`src/sv/cshit_pkg.sv`:
```
package cshit_pkg;

  // angle accumulator holds 2^ZW per turn
  localparam int ZW = 32;
  localparam logic [ZW-1:0] HALF_TURN = 32'h8000_0000;
  // cordic datapath width, enough for scaled coordinates plus gain
  localparam int CW = 34;
  // coordinates are scaled up to this many bits before cordic
  localparam int FRAC = 30;
  // radicand and root widths of the square root pipeline
  localparam int NW = 2 * FRAC;
  localparam int RW = FRAC;
  localparam int MAX_STEPS = 24;
  localparam int Q_DEPTH = 4;

  typedef enum logic [1:0] {
    CLS_MISS,
    CLS_HIT,
    CLS_TEST
  } cls_t;

  function automatic logic [ZW-1:0] atan_step(input int i);
    logic [ZW-1:0] v;
    case (i)
      0:  v = 32'h2000_0000;
      1:  v = 32'h12E4_051E;
      2:  v = 32'h09FB_385B;
      3:  v = 32'h0511_11D4;
      4:  v = 32'h028B_0D43;
      5:  v = 32'h0145_D7E1;
      6:  v = 32'h00A2_F61E;
      7:  v = 32'h0051_7C55;
      8:  v = 32'h0028_BE53;
      9:  v = 32'h0014_5F2F;
      10: v = 32'h000A_2F98;
      11: v = 32'h0005_17CC;
      12: v = 32'h0002_8BE6;
      13: v = 32'h0001_45F3;
      14: v = 32'h0000_A2F9;
      15: v = 32'h0000_517C;
      16: v = 32'h0000_28BE;
      17: v = 32'h0000_145F;
      18: v = 32'h0000_0A2F;
      19: v = 32'h0000_0517;
      20: v = 32'h0000_028B;
      21: v = 32'h0000_0145;
      22: v = 32'h0000_00A2;
      23: v = 32'h0000_0051;
      default: v = '0;
    endcase
    return v;
  endfunction

  // width of one queue entry: class, dx, dy, circle radius, d2 - r2, direction, width
  function automatic int q_width(input int c, input int a);
    return 2 + 2 * (c + 1) + (c - 1) + 2 * c + 2 * a;
  endfunction

endpackage

```
`src/sv/cshit_isqrt.sv`:
```
module cshit_isqrt (
  input  logic                       clk,
  input  logic                       en,
  input  logic [cshit_pkg::NW-1:0]   n,
  output logic [cshit_pkg::RW-1:0]   root
);

  localparam int NW = cshit_pkg::NW;
  localparam int RW = cshit_pkg::RW;

  logic [NW-1:0] rem [RW+1];
  logic [NW-1:0] acc [RW+1];

  assign rem[0] = n;
  assign acc[0] = '0;

  // one result bit per stage, restoring method
  for (genvar k = 0; k < RW; k++) begin : g_step
    localparam logic [NW-1:0] BIT = NW'(1) << (NW - 2 - 2 * k);
    logic [NW:0] trial;

    assign trial = {1'b0, acc[k]} + {1'b0, BIT};

    always_ff @(posedge clk) begin
      if (en) begin
        if ({1'b0, rem[k]} >= trial) begin
          rem[k+1] <= rem[k] - trial[NW-1:0];
          acc[k+1] <= (acc[k] >> 1) + BIT;
        end else begin
          rem[k+1] <= rem[k];
          acc[k+1] <= acc[k] >> 1;
        end
      end
    end
  end

  assign root = acc[RW][RW-1:0];

endmodule

```
`config.mk`:
```
export PLATFORM = sky130hd
export DESIGN_NAME = cshit_isqrt
export DESIGN_NICKNAME = d
export VERILOG_FILES = /design/src/sv/cshit_pkg.sv /design/src/sv/cshit_isqrt.sv
export SDC_FILE = /design/constraint.sdc
export NUM_CORES = 2
export LEC_CHECK = 0
export ABC_CLOCK_PERIOD_IN_PS = 5300
export BUFFER_PORTS_ARGS = -buffer_cell sky130_fd_sc_hd__buf_2
export CAP_MARGIN = 30
export CORE_MARGIN = 2
export CORE_UTILIZATION = 55
export DETAILED_ROUTE_END_ITERATION = 8
export MAX_ROUTING_LAYER = met4
export PLACE_DENSITY = 0.73
export SLEW_MARGIN = 25
export SYNTH_ARGS = -nofsm -noshare
export SYNTH_HDL_FRONTEND = slang
export SYNTH_SLANG_ARGS = --single-unit
```
`constraint.sdc`:
```
create_clock -name clk -period 5.3 [get_ports clk]
set_input_delay 1.06 -clock clk [delete_from_list [all_inputs] [get_ports clk]]
set_output_delay 1.06 -clock clk [all_outputs]
set_load 0.05 [all_outputs]
```
==> results by group <==
Outcome
  – Status: finished with violations
  – Failing checks: antenna violations

Critical path
  – Kind of start point of the critical path: flip-flop
  – Critical Path AT: 5.28 ns
  – Crit path kind: reg2reg
  – Worst r2r src: rem[205]
  – Critical Path End Type: flip-flop
  – R2r endpoint: rem[173]
  – R2R cell count: 10
  – CP Max Fanout: 8
  – Reg2reg setup slack: 0.61 ns
  – Critical Path RT: 5.89 ns

Flow run
  – Max-cap violations: 0

Cells and area
  – Multi-input gate area: 36600 sq um
  – Area Overhead vs Synth: 10.5%
  – Final Util: 0.613
  – Fill cells: 14400
  – Final std cells w/o fill: 11300
  – Final nets: 9154
  – Register Area: 66200 sq um
  – Layout cell share with drive strength beyond 1: 0.0743

Floorplanning
  – Height of the die: 443 um
  – Core Rows: 160
  – I/O pin count: 92
  – Core ar.: 191000 sq um
  – Initial Util: 0.555
  – Die W: 443 um
  – Die area: 196000 sq um

Synth
  – Fraction of registers with async set/reset: 0
  – Synth Flop Type: edfxtp_1
  – Post-synth top cells: edfxtp_1 (2205), inv_1 (615), nand2_1 (561), nor2_1 (505), a21oi_1 (495)
  – Mean Syn Cell Area: 12.6 sq um
  – Sequential area share after synthesis: 0.626
  – Synth top area share: 0.626
  – Mapped cell area: 106000 sq um
  – Mapped Cells: 8405
  – Largest area contributor in the netlist: edfxtp_1
  – Syn nets: 8960
  – Dominant cells by area after synthesis: edfxtp_1 (63%), ha_1 (5.8%), xnor2_1 (3.3%), xor2_1 (3.1%), a21oi_1 (2.3%)
  – Most common cell in the netlist: edfxtp_1
  – Seq cells post-synth: 2205
  – Post-synth cell types: 86
  – EDFF count, synth: 2205
  – Ys Warns: 0

STA
  – Final Hold Viols: 0
  – Final period util: 0.885
  – # setup viols final: 0
  – Final min period: 4.69 ns
  – Pins Over Slew Limit: 0
  – Setup Skew: 0.0981 ns
  – Tightest Pin Transition: 1.06 ns
  – Max_slew headroom: 0.286
  – Total Neg Setup Slack: 0 ns
  – RSZ-0062 raised after global routing: false
  – Fmax: 213 MHz

Hold path
  – Min-Delay Path Class: in2reg
  – Hold_sp: n[35]
  – Hold path depth: 1
  – Hold Path End: rem[1775]

Global route
  – Total Routing Usage GR: 0.253
  – Vias in the first global route: 65500
  – First-pass GRT wire length: 376000 um
  – Global route overflow: 0
  – Maximum number of pins on one net before global-route repair: 199
  – Initial antenna violation count: 8

Routing
  – DR pass1 iterations: 6
  – # DRC: 0
  – Vias: 67800
  – Drt via density: 6.00
  – WL/cell: 21.5 um
  – Post-route ant nets: 1
  – Initial drt markers: 6852
  – Drt total wl: 244000 um

Placed design
  – Routability Congestion: 0.964
  – Dpl hpwl: 180000 um
  – Dpl cells: 10900
  – IO Port Bufs: 91

CTS
  – Cts hold-fix bufs: 0
  – Clock latency on the worst-skew pair: 0.88 ns
  – H-tree depth: 4
  – Clk sinks: 2205
  – Post-CTS Resized: 0
  – Worst-path clk slew: 0.06 ns
  – CTS tree: built
  – Post-CTS setup buffer count: 0
  – CTS Buffer Depth: 3
  – Num CTS Buffers: 220
  – Root buf cell: clkbuf_16

Power
  – Peak VDD IR: 325 uV
  – Power Dens Cells: 428 nW/um^2
  – Lkg Pwr: 43.5 nW
## per-stage QoR
| step | setup slack, ns | power [mW] | hold WS (ns) | instance area, sq um |
|---|---|---|---|---|
| 2_1_floorplan | 1.69 | 30.8 | 0.417 | 106000 |
| 3_3_place_gp | 0.866 | 34.0 | 0.422 | 109000 |
| 3_5_place_dp | 0.839 | 34.2 | 0.430 | 109000 |
| 4_1_cts | 0.835 | 50.2 | 0.294 | 117000 |
| 5_1_grt | 0.424 | 52.3 | 0.326 | 117000 |
| 6_report | 0.609 | 50.0 | 0.372 | 117000 |
## layout by cell type (no fill, tap or decap), drive strengths merged, types with 66 or more instances in the layout
master,count
a21o,150
a21oi,495
buf,158
clkbuf,252
clkinv,116
edfxtp,2205
ha,493
inv,625
mux2,73
nand2,561
nand2b,100
nand3,124
nand4,124
nor2,506
nor2b,66
nor3,242
nor4,304
o21a,85
o21ai,428
or3,93
or4,75
xnor2,393
xor2,372
## registers in the layout, summed over array words and instances (netlist names)
signal  count
rem      1740
acc       435
root       30
## worst max path at each step
stage	startpoint	endpoint	slack, ns	depth (start not counted)
4_1_cts	rem[205]	rem[173]	0.84	10
6_report	rem[205]	rem[173]	0.61	10
3_3_place_gp	rem[205]	rem[173]	0.87	10
5_1_grt	rem[205]	rem[173]	0.42	10
3_5_place_dp	rem[205]	rem[173]	0.84	10
2_1_floorplan	rem[190]	rem[173]	1.69	12
## cell families after synthesis
family          count (synthesis)  share of synthesized area
simple gates                 2473                      0.122
flops                        2205                      0.626
compound gates               1581                     0.0925
buf+inv                       804                     0.0297
xor+xnor                      765                     0.0633
fa+ha+maj                     493                     0.0583
mux                            84                    0.00881
## critical path: stages, from the launching register on
cell	delay, ns
edfxtp_1	0.42
ha_1	0.47
nand4_1	0.45
nor4_1	0.94
nand4_1	0.24
o211ai_1	0.37
or3b_1	0.38
a21o_1	0.27
or2_1	0.32
or4_1	0.45
xnor2_1	0.14
## power breakdown
part           switching [mW]  internal, mW
registers                1.85          22.1
logic                    5.98          4.12
clock network            6.81          9.19
## routing by layer
metal  GRT usage  part of all wire  vias up
li1            -                 -    31900
met1       0.339              0.43    33300
met2       0.410              0.49     2161
met3      0.0341             0.059      389
met4      0.0604             0.022        0
met5           -                 0        -
## final cells by class
class | count | area share
Antenna cell | 10 | 0.000214
Clock buffer | 249 | 0.0484
Clock inverter | 164 | 0.0158
Inverter | 615 | 0.0198
Multi-Input combinational cell | 5396 | 0.313
Sequential cell | 2205 | 0.567
Tap cell | 2511 | 0.0269
Timing Repair Buffer | 161 | 0.00968
Note: power is estimated with default switching activity, not from simulation.
