===== src/sv/cshit_pkg.sv =====
package cshit_pkg;

  // angle accumulator holds 2^ZW per turn
  localparam int ZW = 32;
  localparam logic [ZW-1:0] HALF_TURN = 32'h8000_0000;
  // cordic datapath width, enough for scaled coordinates plus gain
  localparam int CW = 34;
  // coordinates are scaled up to this many bits before cordic
  localparam int FRAC = 30;
  // radicand and root widths of the square root pipeline
  localparam int NW = 2 * FRAC;
  localparam int RW = FRAC;
  localparam int MAX_STEPS = 24;
  localparam int Q_DEPTH = 4;

  typedef enum logic [1:0] {
    CLS_MISS,
    CLS_HIT,
    CLS_TEST
  } cls_t;

  function automatic logic [ZW-1:0] atan_step(input int i);
    logic [ZW-1:0] v;
    case (i)
      0:  v = 32'h2000_0000;
      1:  v = 32'h12E4_051E;
      2:  v = 32'h09FB_385B;
      3:  v = 32'h0511_11D4;
      4:  v = 32'h028B_0D43;
      5:  v = 32'h0145_D7E1;
      6:  v = 32'h00A2_F61E;
      7:  v = 32'h0051_7C55;
      8:  v = 32'h0028_BE53;
      9:  v = 32'h0014_5F2F;
      10: v = 32'h000A_2F98;
      11: v = 32'h0005_17CC;
      12: v = 32'h0002_8BE6;
      13: v = 32'h0001_45F3;
      14: v = 32'h0000_A2F9;
      15: v = 32'h0000_517C;
      16: v = 32'h0000_28BE;
      17: v = 32'h0000_145F;
      18: v = 32'h0000_0A2F;
      19: v = 32'h0000_0517;
      20: v = 32'h0000_028B;
      21: v = 32'h0000_0145;
      22: v = 32'h0000_00A2;
      23: v = 32'h0000_0051;
      default: v = '0;
    endcase
    return v;
  endfunction

  // width of one queue entry: class, dx, dy, circle radius, d2 - r2, direction, width
  function automatic int q_width(input int c, input int a);
    return 2 + 2 * (c + 1) + (c - 1) + 2 * c + 2 * a;
  endfunction

endpackage


===== src/sv/cshit_cordic.sv =====
module cshit_cordic #(
  parameter int A = 16,
  parameter int STEPS = 16
) (
  input  logic                            clk,
  input  logic                            en,
  input  logic signed [cshit_pkg::CW-1:0] x_in,
  input  logic signed [cshit_pkg::CW-1:0] y_in,
  output logic [A-1:0]                    angle
);

  localparam int CW = cshit_pkg::CW;
  localparam int ZW = cshit_pkg::ZW;
  localparam int N = (STEPS < cshit_pkg::MAX_STEPS) ? STEPS : cshit_pkg::MAX_STEPS;
  localparam logic [ZW:0] RND = (ZW+1)'(1) << (ZW - 1 - A);

  logic signed [CW-1:0] xs [N+1];
  logic signed [CW-1:0] ys [N+1];
  logic [ZW-1:0] zs [N+1];
  logic [ZW:0] zr;

  // fold the left half plane onto the right one
  always_ff @(posedge clk) begin
    if (en) begin
      if (x_in < 0) begin
        xs[0] <= -x_in;
        ys[0] <= -y_in;
        zs[0] <= cshit_pkg::HALF_TURN;
      end else begin
        xs[0] <= x_in;
        ys[0] <= y_in;
        zs[0] <= '0;
      end
    end
  end

  for (genvar i = 0; i < N; i++) begin : g_step
    localparam logic [ZW-1:0] ATN = cshit_pkg::atan_step(i);

    always_ff @(posedge clk) begin
      if (en) begin
        if (ys[i] >= 0) begin
          xs[i+1] <= xs[i] + (ys[i] >>> i);
          ys[i+1] <= ys[i] - (xs[i] >>> i);
          zs[i+1] <= zs[i] + ATN;
        end else begin
          xs[i+1] <= xs[i] - (ys[i] >>> i);
          ys[i+1] <= ys[i] + (xs[i] >>> i);
          zs[i+1] <= zs[i] - ATN;
        end
      end
    end
  end

  // round half up to the output angle width
  assign zr = {1'b0, zs[N]} + RND;

  always_ff @(posedge clk) begin
    if (en) begin
      angle <= zr[ZW-A +: A];
    end
  end

endmodule


===== config.mk =====
export PLATFORM = sky130hd
export DESIGN_NAME = cshit_cordic
export DESIGN_NICKNAME = d
export VERILOG_FILES = /design/src/sv/cshit_pkg.sv /design/src/sv/cshit_cordic.sv
export SDC_FILE = /design/constraint.sdc
export NUM_CORES = 2
export LEC_CHECK = 0
export BUFFER_PORTS_ARGS = -buffer_cell sky130_fd_sc_hd__buf_2
export CORE_UTILIZATION = 52
export CTS_CLUSTER_DIAMETER = 40
export DETAILED_ROUTE_END_ITERATION = 12
export GPL_TIMING_DRIVEN = 0
export PLACE_DENSITY_LB_ADDON = 0.05
export SYNTH_ARGS = -nofsm -noshare
export SYNTH_HDL_FRONTEND = slang
export SYNTH_SLANG_ARGS = --single-unit

===== constraint.sdc =====
create_clock -name clk -period 9.1 [get_ports clk]
set_input_delay 0.455 -clock clk [delete_from_list [all_inputs] [get_ports clk]]
set_output_delay 0.455 -clock clk [all_outputs]
set_load 0.01 [all_outputs]

==> metrics.txt <==
# TYPE chip_impl_metric gauge
chip_impl_info{name="result_of_the_run",value="completed"} 1
chip_impl_metric{name="core.rowCount",unit=""} 178
chip_impl_info{name="library_cell_used_as_clock_root_buffer",value="sky130_fd_sc_hd__clkbuf_16"} 1
chip_impl_metric{name="grt_start_max_net_pins",unit=""} 73
chip_impl_metric{name="first_global_vias",unit=""} 97000
chip_impl_info{name="timing_worst_setup_path_type",value="in2reg"} 1
chip_impl_metric{name="wire_length_the_detailed_router_placed_on_met1",unit="mm"} 150.9
chip_impl_metric{name="synthDistinctLibCells",unit=""} 104
chip_impl_metric{name="final_min_period_over_clock_period",unit=""} 0.8140
chip_impl_info{name="hold_path_end",value="angle[2]"} 1
chip_impl_metric{name="critical_path_arrival",unit="ps"} 8020
chip_impl_metric{name="worstRegToRegCells",unit=""} 17
chip_impl_info{name="reg2reg_to",value="ys[12][32]"} 1
chip_impl_metric{name="flop_and_latch_count_out_of_synthesis",unit=""} 1447
chip_impl_metric{name="worst_path_largest_cell_delay",unit="ps"} 830
chip_impl_metric{name="die_area",unit="µm²"} 240400
chip_impl_metric{name="synth-warning-count",unit=""} 0
chip_impl_metric{name="final-instance-count-excl-fill",unit=""} 16930
chip_impl_metric{name="synth-async-reset-ratio",unit=""} 0
chip_impl_metric{name="initialDrtViolationCount",unit=""} 7432
chip_impl_info{name="critical-path-slowest-cell",value="sky130_fd_sc_hd__clkbuf_2"} 1
chip_impl_metric{name="ios",unit=""} 86
chip_impl_metric{name="timing.final.crit_period",unit="ps"} 7407
chip_impl_metric{name="timing_hold_violations_final",unit=""} 0
chip_impl_metric{name="maxCapViolCount",unit=""} 0
chip_impl_metric{name="post_synth_design_cell_area",unit="µm²"} 124000
chip_impl_metric{name="ant_nets",unit=""} 0
chip_impl_metric{name="postSynthNetCount",unit=""} 14630
chip_impl_metric{name="clk-insertion-delay-late",unit="ps"} 910
chip_impl_metric{name="clk_transition_reported_paths",unit="ps"} 50
chip_impl_metric{name="drive_gt1_frac",unit=""} 0.05284
chip_impl_metric{name="layout_filler_cell_count",unit=""} 20380
chip_impl_metric{name="first_drt_pass_iteration_count",unit=""} 8
chip_impl_metric{name="fmax",unit="GHz"} 0.1350
chip_impl_metric{name="track_usage",unit=""} 0.2806
chip_impl_metric{name="grt_overflow_total",unit=""} 0
chip_impl_metric{name="place_congestion",unit=""} 0.9487
chip_impl_info{name="tritoncts_clock_tree",value="yes"} 1
chip_impl_info{name="regToRegStartpoint",value="ys[11][33]"} 1
chip_impl_info{name="hold_path_class",value="in2reg"} 1
chip_impl_metric{name="synth-edff-count",unit=""} 1447
chip_impl_metric{name="dr_total_vias",unit=""} 100900
chip_impl_info{name="uppermost_metal_layer_occupied_by_signal_nets",value="met4"} 1
chip_impl_metric{name="area_growth_syn_to_layout",unit="%"} 12.03
chip_impl_info{name="timing.critical_path.max_delay_family",value="buffers and inverters"} 1
chip_impl_metric{name="worst-path-max-fanout",unit=""} 21
chip_impl_metric{name="whs_path_depth",unit=""} 1
chip_impl_metric{name="antenna_found_initial",unit=""} 5
chip_impl_metric{name="dp_hpwl",unit="mm"} 278.9
chip_impl_metric{name="routed_wire_length_per_instance",unit="µm"} 20.60
chip_impl_metric{name="layout.core_utilization",unit=""} 0.5883
chip_impl_metric{name="post_route_drc_violation_count",unit=""} 0
chip_impl_metric{name="die_height",unit="µm"} 490.3
chip_impl_metric{name="synth_seq_area_share",unit=""} 0.3505
chip_impl_metric{name="critPathRequiredTime",unit="ps"} 9720
chip_impl_info{name="yosys-top-cells-area",value="sky130_fd_sc_hd__edfxtp_1, sky130_fd_sc_hd__ha_1, sky130_fd_sc_hd__xnor2_1"} 1
chip_impl_metric{name="cts_made_buffers",unit=""} 286
chip_impl_info{name="min_from",value="en"} 1
chip_impl_info{name="grt_setup_unrepaired",value="no"} 1
chip_impl_info{name="timing.critical_path.cells",value="buf_2 -> clkbuf_2 -> clkbuf_2 -> nand2_1 -> clkinv_1 -> clkbuf_2 -> nor2_1 -> xnor2_1 -> ha_1 -> nor2b_1 -> o21a_1 -> o21ai_0 -> a211oi_1 -> a211oi_1 -> nor2_1 -> a31oi_1 -> nor2_1 -> a2111oi_0 -> a21oi_1 -> xor2_1"} 1
chip_impl_metric{name="clock_skew",unit="ps"} 67.09
chip_impl_info{name="yosys.area.top_type",value="sky130_fd_sc_hd__edfxtp_1"} 1
chip_impl_info{name="startpoint_class",value="input port"} 1
chip_impl_metric{name="slew_headroom",unit=""} 0.05655
chip_impl_metric{name="finalSetupTns",unit="ps"} 0
chip_impl_metric{name="crit_buf_inv",unit=""} 5
chip_impl_metric{name="die_w",unit="µm"} 490.3
chip_impl_metric{name="setup-violations-final",unit=""} 0
chip_impl_info{name="layout_common_cells",value="sky130_fd_sc_hd__edfxtp_1, sky130_fd_sc_hd__ha_1, sky130_fd_sc_hd__a21oi_1"} 1
chip_impl_metric{name="met3RoutedLength",unit="mm"} 16.54
chip_impl_metric{name="core_area",unit="µm²"} 236100
chip_impl_metric{name="r2r_slack",unit="ps"} 2770
chip_impl_metric{name="netlist.area_leader.share",unit=""} 0.3505
chip_impl_metric{name="synth_cells",unit=""} 13110
chip_impl_metric{name="measured_slew_at_the_worst_slew_check_pin",unit="ps"} 1415
chip_impl_info{name="ys.flop_type",value="sky130_fd_sc_hd__edfxtp_1"} 1
chip_impl_metric{name="fin_nets",unit=""} 15100
chip_impl_metric{name="placed_cells",unit=""} 16360
chip_impl_metric{name="ctsHtreeMaxLevel",unit=""} 5
chip_impl_info{name="worst_setup_path_end_kind",value="register"} 1
chip_impl_metric{name="postRouteWirelength",unit="mm"} 348.8
chip_impl_metric{name="post-cts-setup-buffers",unit=""} 0
chip_impl_metric{name="route.detailed.vias_per_inst",unit=""} 5.961
chip_impl_info{name="final_common_cell",value="sky130_fd_sc_hd__edfxtp_1"} 1
chip_impl_metric{name="ctsLongestPathBuffers",unit=""} 4
chip_impl_metric{name="port-buffer-count",unit=""} 85
chip_impl_metric{name="start_util",unit=""} 0.5251
chip_impl_metric{name="grt_first_pass_wirelength",unit="mm"} 540.9
chip_impl_metric{name="worst_hold_slack",unit="ps"} 135.2
chip_impl_metric{name="max_slew_violation_count",unit=""} 0
chip_impl_metric{name="wl_met2",unit="mm"} 167.2
chip_impl_metric{name="synth.avg_cell_area",unit="µm²"} 9.459
chip_impl_metric{name="cts_num_sinks",unit=""} 1447
## Yosys cell counts, drive strengths merged, types with 190 or more instances
master  number
nand2      830
nor2      1047
edfxtp    1447
inv        606
xor2       641
nor3       307
xnor2     1234
o21ai      801
a21o       596
ha        1416
o21a       190
a21oi     1286
nor2b      204
nand2b     240
## registers in the layout, indices dropped and copies added (netlist names)
signal / cells
angle: 16
ys: 510
zs: 425
xs: 496
## stage by stage
step / worst slack [ps] / instance area (µm²)
finish: 1693 / 138900
global route: 1552 / 138900
CTS: 1833 / 138900
detailed placement: 935.8 / 128800
global placement: -1412 / 128300
floorplan: 4094 / 124000
## worst max path at each step
stage               start         end  slack, ps  cells past startpoint
floorplan              en  ys[13][33]       4090                     19
finish                 en   xs[3][32]       1690                     20
global route           en   xs[3][32]       1550                     20
CTS                    en   xs[3][32]       1830                     20
global placement       en  xs[10][32]      -1410                     20
detailed placement     en   xs[3][32]        940                     20
## timing repair
item	in CTS	in global routing
resized for setup	0	0
hold buffers	76	0
endpoints found under the hold margin	68	0
## routing by layer
layer | vias to the layer above | global-route usage
met1 | 48320 | 0.3603
met3 | 585 | 0.03197
met4 | 0 | 0.1086
li1 | 49440 | -
met5 | - | 0
met2 | 2586 | 0.4817
## cells by family after synthesis
group,after synthesis,share of synthesized area
fa+ha+maj,1455,0.1492
buf+inv,832,0.02521
xor+xnor,1875,0.1325
simple gates,3502,0.1366
flops,1447,0.3505
compound gates,3941,0.2014
mux,55,0.004683
## final cells by class
| cell class | instances | area, µm² | area share |
|---|---|---|---|
| repair buffers | 176 | 1572 | 0.01131 |
| clock inverters | 180 | 1931 | 0.01390 |
| plain buffers | 219 | 910.9 | 0.006558 |
| well taps | 3150 | 3941 | 0.02838 |
| multi-input cells | 10830 | 77400 | 0.5573 |
| flip-flops and latches | 1447 | 43450 | 0.3128 |
| inverters | 613 | 2301 | 0.01657 |
| diodes | 5 | 12.51 | 0.00009009 |
| clock buffers | 314 | 7368 | 0.05305 |
Power is left out: the tool's default activity adds up to more than one toggle a clock period on the data nets, which glitch-free logic cannot reach.
